==> src/rtl/core/tvp_pkg.sv <==
`timescale 1ns / 1ps
// ----------------------------------------------------------------------------
// tvp_pkg
// Shared constants and helpers for the trapezoidal velocity profile block.
// ----------------------------------------------------------------------------
package tvp_pkg;

  localparam int TIME_FRAC_BITS_DEF = 16;
  localparam int TIME_W             = 32;
  localparam int REG_W              = 31;
  localparam int VAL_W              = 32;
  localparam int ACC_W              = 66;

  localparam logic [REG_W-1:0] MAX_VELOCITY_RST     = 31'd1174405;
  localparam logic [REG_W-1:0] MAX_ACCELERATION_RST = 31'd167772;
  localparam logic [REG_W-1:0] PATH_LENGTH_RST      = 31'd2108287;

  localparam logic [1:0] REG_MAX_VELOCITY     = 2'd0;
  localparam logic [1:0] REG_MAX_ACCELERATION = 2'd1;
  localparam logic [1:0] REG_PATH_LENGTH      = 2'd2;

  localparam logic [1:0] PH_ACCEL  = 2'd0;
  localparam logic [1:0] PH_CRUISE = 2'd1;
  localparam logic [1:0] PH_DECEL  = 2'd2;
  localparam logic [1:0] PH_DONE   = 2'd3;

  // clamp a wide signed value to the signed 32-bit range
  function automatic logic [VAL_W-1:0] sat32(input logic signed [ACC_W-1:0] v);
    logic signed [ACC_W-1:0] hi;
    logic signed [ACC_W-1:0] lo;
    hi = ACC_W'(64'sh7FFF_FFFF);
    lo = -ACC_W'(64'sh8000_0000);
    if (v > hi) return 32'h7FFF_FFFF;
    else if (v < lo) return 32'h8000_0000;
    else return v[VAL_W-1:0];
  endfunction

endpackage

==> src/rtl/core/tvp_div.sv <==
`timescale 1ns / 1ps
// ----------------------------------------------------------------------------
// tvp_div
// Bit-serial restoring divider, one quotient bit per cycle, saturated to 32 bits.
// ----------------------------------------------------------------------------
module tvp_div
  import tvp_pkg::*;
#(
  parameter int NUM_W = 47
) (
  input  logic                clk,
  input  logic                rst,
  input  logic                start,
  input  logic [NUM_W-1:0]    num,
  input  logic [REG_W-1:0]    den,
  output logic                done,
  output logic [TIME_W-1:0]   quot
);

  localparam int CNT_W = $clog2(NUM_W + 1);

  logic [NUM_W-1:0] num_sh;
  logic [NUM_W-1:0] q;
  logic [REG_W-1:0] rem;
  logic [REG_W-1:0] d;
  logic [CNT_W-1:0] cnt;
  logic             run;
  logic [REG_W:0]   trial;
  logic             ge;

  // remainder stays below the divisor, so it fits in REG_W bits
  always_comb begin
    trial = {rem, num_sh[NUM_W-1]};
    ge    = trial >= {1'b0, d};
  end

  always_ff @(posedge clk) begin
    if (rst) begin
      run  <= 1'b0;
      done <= 1'b0;
      cnt  <= '0;
    end else begin
      done <= 1'b0;
      if (start) begin
        run <= 1'b1;
        cnt <= CNT_W'(NUM_W);
      end else if (run) begin
        cnt <= cnt - 1'b1;
        if (cnt == CNT_W'(1)) begin
          run  <= 1'b0;
          done <= 1'b1;
        end
      end
    end
  end

  always_ff @(posedge clk) begin
    if (start) begin
      num_sh <= num;
      d      <= den;
      rem    <= '0;
      q      <= '0;
    end else if (run) begin
      num_sh <= {num_sh[NUM_W-2:0], 1'b0};
      rem    <= ge ? REG_W'(trial - {1'b0, d}) : trial[REG_W-1:0];
      q      <= {q[NUM_W-2:0], ge};
    end
  end

  // zero divisor and oversized quotient both give the saturated time
  assign quot = (d == '0 || |q[NUM_W-1:TIME_W]) ? '1 : q[TIME_W-1:0];

endmodule

==> config.mk <==
export PLATFORM = sky130hd
export DESIGN_NAME = tvp_div
export DESIGN_NICKNAME = d
export VERILOG_FILES = /design/src/rtl/core/tvp_pkg.sv /design/src/rtl/core/tvp_div.sv
export SDC_FILE = /design/constraint.sdc
export NUM_CORES = 1
export LEC_CHECK = 0
export ABC_AREA = 0
export BUFFER_PORTS_ARGS = -buffer_cell sky130_fd_sc_hd__buf_2
export CAP_MARGIN = 30
export CORE_UTILIZATION = 48
export DETAILED_ROUTE_END_ITERATION = 6
export PLACE_DENSITY_LB_ADDON = 0.3
export RECOVER_POWER = 100
export SYNTH_ARGS = -nofsm -noshare
export SYNTH_HDL_FRONTEND = slang
export SYNTH_SLANG_ARGS = --single-unit
==> constraint.sdc <==
create_clock -name clk -period 4.1 [get_ports clk]
set_clock_uncertainty 0.2 [all_clocks]
set_input_delay 0.82 -clock clk [delete_from_list [all_inputs] [get_ports clk]]
set_output_delay 0.82 -clock clk [all_outputs]
set_load 0.02 [all_outputs]
==> results of run 1 <==
-- cells by family (layout without fill, tap and decap cells) --
logic type	Yosys count	count (layout)	share of synthesized area, %
and+or+nand+nor	252	252	14.3
xor gates and xnor gates	28	28	2.91
AOI/OAI and AO/OA	138	138	11.0
DFF	164	164	48.3
buffers and inverters	86	200	4.31
adders and majority gates	34	34	5.15
muxes	112	112	14.0
-- final timing paths --
kind              slack (ns)  depth (start not counted)                    to            startpoint
setup / recovery        0.36                          6               quot[9]       d[12]$_DFFE_PP_
hold / removal          0.28                          2  rem[30]$_SDFFE_PP0P_  rem[30]$_SDFFE_PP0P_
setup reg to reg        0.56                         10  rem[28]$_SDFFE_PP0P_       d[15]$_DFFE_PP_
hold reg to reg         0.28                          2  rem[30]$_SDFFE_PP0P_  rem[30]$_SDFFE_PP0P_
-- area by class of cell --
cell class / instances / area, um2
Fill cell: 1566 / 7450
Timing Repair Buffer: 122 / 618
Clock buffer: 18 / 429
Sequential cell: 164 / 4070
Tap cell: 225 / 282
Clock inverter: 14 / 188
Inverter: 46 / 173
Multi-Input combinational cell: 564 / 3980
-- registers in the layout (all words and copies together), names as in the netlist --
signal	flops
cnt	6
d	31
done	1
num_sh	47
q	47
rem	31
run	1
-- critical path, stage by stage (launching register included) --
cell and delay (ns):
edfxtp_1 0.41, nor4_1 0.52, nand4_1 0.34, o2111ai_2 0.26, clkbuf_2 0.42, or2_2 0.20, buf_2 0.15
-- power breakdown --
part | switching [mW] | internal (mW) | total [mW]
registers | 0.0690 | 1.84 | 1.91
clock network | 0.720 | 0.931 | 1.65
logic | 0.348 | 0.284 | 0.632
total | 1.14 | 3.05 | 4.19
-- Yosys cell counts (2+ instances only) --
| library cell | n |
|---|---|
| buf_1 | 9 |
| edfxtp_1 | 78 |
| or2_2 | 33 |
| xnor2_1 | 19 |
| nor2_1 | 102 |
| o21bai_1 | 3 |
| mux2i_1 | 64 |
| nor3_1 | 15 |
| a311oi_2 | 4 |
| and3_1 | 2 |
| a31oi_1 | 6 |
| nand2b_1 | 6 |
| o21a_1 | 4 |
| nor3b_1 | 2 |
| nand4b_1 | 3 |
| o221ai_1 | 2 |
| nand3_1 | 8 |
| nor2b_1 | 5 |
| ha_1 | 33 |
| dfxtp_1 | 86 |
| mux2_2 | 48 |
| or3_1 | 2 |
| a211oi_1 | 21 |
| nand2_2 | 2 |
| o21ai_0 | 24 |
| o31ai_1 | 2 |
| nand2_1 | 44 |
| nor4_1 | 13 |
| a21o_1 | 5 |
| nand4_1 | 7 |
| xor2_1 | 9 |
| and2_1 | 2 |
| clkbuf_1 | 26 |
| a21oi_1 | 45 |
| a32oi_1 | 4 |
| inv_1 | 46 |
| o311a_1 | 2 |
| o211ai_1 | 5 |
-- layer usage --
| layer | vias to the layer above | part of all wire (%) | routed length, um | GRT usage [%] |
|---|---|---|---|---|
| met4 | 2 | 1.1 | 184 | 6.87 |
| li1 | 3127 | - | - | - |
| met3 | 15 | 4.7 | 805 | 4.80 |
| met2 | 116 | 48 | 8150 | 32.4 |
| met5 | - | 0.076 | 13 | 0 |
| met1 | 2914 | 46 | 7910 | 26.1 |
==> results.yml, run 1 <==
routing:
  drtIter0Drc: 325
  routed_wl_um: 17100
  ant_nets: 0
  viasPerCell: 5.35
  drc_errors: 0
  firstDrtPassIters: 4
  vias: 6174
  wl_per_cell_um: 14.8
synthesis:
  async_reset_ff_share_pct: 0
  synth_nets: 929
  ys_top_cells_by_area: "edfxtp_1 28%, dfxtp_1 20%, mux2i_1 7.6%"
  yosys.area.top_type_share_pct: 27.8
  synthFlopType: "dfxtp_1"
  syn_area_um2: 8410
  yosys_warnings: 0
  synth_enable_flop_cells: 78
  synthCells: 814
  avgSynthCellArea_um2: 10.3
  yosysSeqAreaShare_pct: 48.3
  synth_top_cell_by_area: "edfxtp_1"
  ys_ff_latch: 164
  ys_types: 61
timing:
  whs_ns: 0.278
  finalHoldViolations: 0
  fin_crit_ns: 3.74
  fmax_ghz: 0.267
  timing.slew.headroom_pct: -28.1
  setup_ws_ns: 0.355
  final_max_slew_viol_count: 84
  period_share_pct: 91.3
  rsz0062_at_grt: "no"
  setup_violations: 0
  tightest_slew_ns: 1.92
  finalSetupTns_ns: 0
layout:
  finalInstanceArea_um2: 9730
  final_nets: 1030
  utilization_pct: 56.7
  drive_gt1_share_pct: 26.1
  final_cell_mix: "111 x buf_2, 102 x nor2_1, 85 x dfxtp_1, 78 x edfxtp_1, 64 x mux2i_1"
  insertedDiodeCount: 0
  syn_to_final_growth_pct: 15.7
  layout_commonest_cell: "buf_2"
  fin_cells: 1153
floorplan:
  rows: 48
  initial_core_util_pct: 49.0
  pin_count: 114
  die_w_um: 134
  die_y_um: 134
  die-area_um2: 18100
  core-area_um2: 17200
clock_network:
  cts_resized: 0
  cts_htree_levels: 4
  cts_tree: "yes"
  clk-insertion-delay-late_ns: 0.42
  ctsRootBufferMaster: "clkbuf_16"
  clock_path_buffers: 2
  cts_inserted_buffers: 17
  cts_setup_buffers: 0
  holdBufCountCts: 0
  clkTransAtPathRegs_ns: 0.07
  cts.sinks: 164
pwr:
  power.density_nw_per_um2: 431
  total_power_mw: 4.19
  ir_drop_v: 0.000313
  p_leak_nw: 4.14
place:
  place_inst: 1121
  gp_congestion: 0.869
  numPortBuffers: 113
  post_dp_cell_area_um2: 9150
  dp.final_hpwl_um: 11900
  pre_cts_ws_ns: 0.872
global_routing:
  grt_pass1_wl_um: 28700
  grt_pass1_vias: 6063
  grt_usage_pct: 20.0
  antenna_found_initial: 1
  grt_max_degree: 84
  gr-total-overflow: 0
critical_path:
  path_max_fanout: 32
  worst_setup_path_start_kind: "register"
  worstPathRequired_ns: 3.08
  worstPathArrival_ns: 2.72
  end_kind: "output port"
  criticalPathCategory: "register to output port"
status:
  status: "finished, violations left"
  violations: "capacitance limit, slew limit"
worst_hold_path:
  worst_hold_path_type: "register to register"
run:
  drv_cap: 1
No activity file was read; power rests on OpenSTA's default activity.
==> inputs of run 2 (changes only) <==
--- a/config.mk
+++ b/config.mk
@@ -8,9 +8,11 @@
 export ABC_AREA = 0
 export BUFFER_PORTS_ARGS = -buffer_cell sky130_fd_sc_hd__buf_2
 export CAP_MARGIN = 30
-export CORE_UTILIZATION = 48
+export CELL_PAD_IN_SITES_DETAIL_PLACEMENT = 1
+export CELL_PAD_IN_SITES_GLOBAL_PLACEMENT = 1
+export CORE_UTILIZATION = 45
 export DETAILED_ROUTE_END_ITERATION = 6
-export PLACE_DENSITY_LB_ADDON = 0.3
+export PLACE_DENSITY_LB_ADDON = 0.05
 export RECOVER_POWER = 100
 export SYNTH_ARGS = -nofsm -noshare
 export SYNTH_HDL_FRONTEND = slang
==> results.yml, run 2 (synthesis results as in run 1) <==
layout:
  utilization_pct: 53.3
  final_cell_mix: "102 x nor2_1, 86 x dfxtp_1, 79 x buf_2, 78 x edfxtp_1, 64 x mux2i_1"
  final_nets: 1032
  syn_to_final_growth_pct: 15.0
  fill_cells: 2052
  largest_registers: "num_sh: 47 flops, q: 47 flops"
  layout_commonest_cell: "nor2_1"
  drive_gt1_share_pct: 22.2
worst_hold_path:
  worst_hold_path_type: "register to register"
clock_network:
  cts_setup_buffers: 0
  holdBufCountCts: 0
  clk-insertion-delay-late_ns: 0.44
  cts_htree_levels: 4
  clock_path_buffers: 2
  cts_tree: "yes"
  clkTransAtPathRegs_ns: 0.07
  ctsRootBufferMaster: "clkbuf_16"
  cts_resized: 0
  cts.sinks: 164
  cts_inserted_buffers: 17
place:
  dp.final_hpwl_um: 14500
  numPortBuffers: 113
  gp_congestion: 0.909
floorplan:
  core-area_um2: 18100
  pin_count: 114
  die_y_um: 139
  die-area_um2: 19200
  rows: 49
  die_w_um: 139
  initial_core_util_pct: 46.4
critical_path:
  worst_setup_path_start_kind: "register"
  worstPathArrival_ns: 2.68
  criticalPathCategory: "register to output port"
  crit_path_max_incr_delay_ns: 0.60
  cp_cell_sequence: "nor4_1 > nand4_1 > o2111ai_1 > buf_4 > or2_2 > clkbuf_1"
  end_kind: "output port"
  worstPathRequired_ns: 3.08
  path_max_fanout: 32
  cp_slowest_cell: "nor4_1"
  crit_buf_inv: 2
  critPathTopFamily: "simple AND/OR/NAND/NOR gates"
global_routing:
  grt_max_degree: 68
  met1_usage_pct: 25.8
  gr-max-usage-layer: "met2"
  use_met2_pct: 39.6
  grt_usage_pct: 22.1
  gr-total-overflow: 0
  antenna_found_initial: 3
  use_met3_pct: 6.01
  grt_pass1_vias: 6955
  grt_pass1_wl_um: 34100
status:
  status: "finished, violations left"
  violations: "DRC, capacitance limit, slew limit"
routing:
  drtIter0Drc: 281
  wl_per_cell_um: 17.6
  routed_wl_um: 20500
  viasPerCell: 5.49
  ant_nets: 0
  firstDrtPassIters: 6
  drc_errors: 8
  vias: 6370
timing:
  finalSetupTns_ns: 0
  period_share_pct: 90.3
  fin_crit_ns: 3.70
  rsz0062_at_grt: "no"
  tightest_slew_ns: 2.36
  timing.slew.headroom_pct: -57.7
  setup_violations: 0
  final_max_slew_viol_count: 105
  fmax_ghz: 0.270
  finalHoldViolations: 0
pwr:
  p_leak_nw: 4.00
  power.density_nw_per_um2: 432
  ir_drop_v: 0.000345
run:
  drv_cap: 2
run 2: changes by cell type in the layout (fill, tap and decap cells not counted), sizes merged:
cell,delta
clkinv,+1
bufinv,-2
buf,-30
clkinvlp,-2
diode,+2
inv,+3
clkbuf,+32
run 2: where the power goes:
part / total, mW / switching, mW / internal [mW]
Sequential: 1.90 / 0.0681 / 1.84
Clock: 1.61 / 0.771 / 0.835
Combinational: 0.671 / 0.385 / 0.287
Total: 4.18 / 1.22 / 2.96
run 2: final timing paths:
| path | cells past startpoint | from | slack, ns | to |
|---|---|---|---|---|
| setup / recovery | 6 | d[1]$_DFFE_PP_ | 0.40 | quot[31] |
| hold / removal | 2 | rem[30]$_SDFFE_PP0P_ | 0.29 | rem[30]$_SDFFE_PP0P_ |
| setup reg to reg | 10 | d[12]$_DFFE_PP_ | 0.43 | rem[24]$_SDFFE_PP0P_ |
| hold reg to reg | 2 | rem[30]$_SDFFE_PP0P_ | 0.29 | rem[30]$_SDFFE_PP0P_ |
run 2: metal layers:
metal / share of wire (%) / wire [um]
met1: 43 / 8820
met3: 4.4 / 906
met4: 1.7 / 353
met2: 51 / 10400
met5: 0 / 0
run 2: final cells by class:
cell class	instances	area [um2]	area share, %
repair buffers	124	596	6.15
clock inverters	14	153	1.58
well taps	229	287	2.96
inverters	46	173	1.78
flip-flops and latches	164	4060	42.0
diodes	2	5.00	0.0517
clock buffers	18	439	4.54
multi-input cells	564	3960	40.9
run 2: worst reg2reg max path, delay by kind of cell (launching register included):
| kind | cells | cell delay, ns |
|---|---|---|
| and+or+nand+nor | 4 | 1.30 |
| buffers and inverters | 2 | 0.53 |
| adders and majority gates | 1 | 0.39 |
| AOI/OAI and AO/OA | 2 | 0.37 |
| DFF | 1 | 0.36 |
| muxes | 1 | 0.28 |
run 2: metrics by stage:
stage	hold slack (ns)	instance area, um2	worst slack [ns]	instances	total power, mW
6_report	0.286	9680	0.397	1161	4.18
5_1_grt	0.304	9680	0.180	1160	4.36
4_1_cts	0.286	9770	0.380	1159	4.22
3_5_place_dp	0.277	9170	0.823	1127	2.61
3_3_place_gp	0.250	9170	0.875	1127	2.58
2_1_floorplan	0.227	8410	1.14	814	2.42
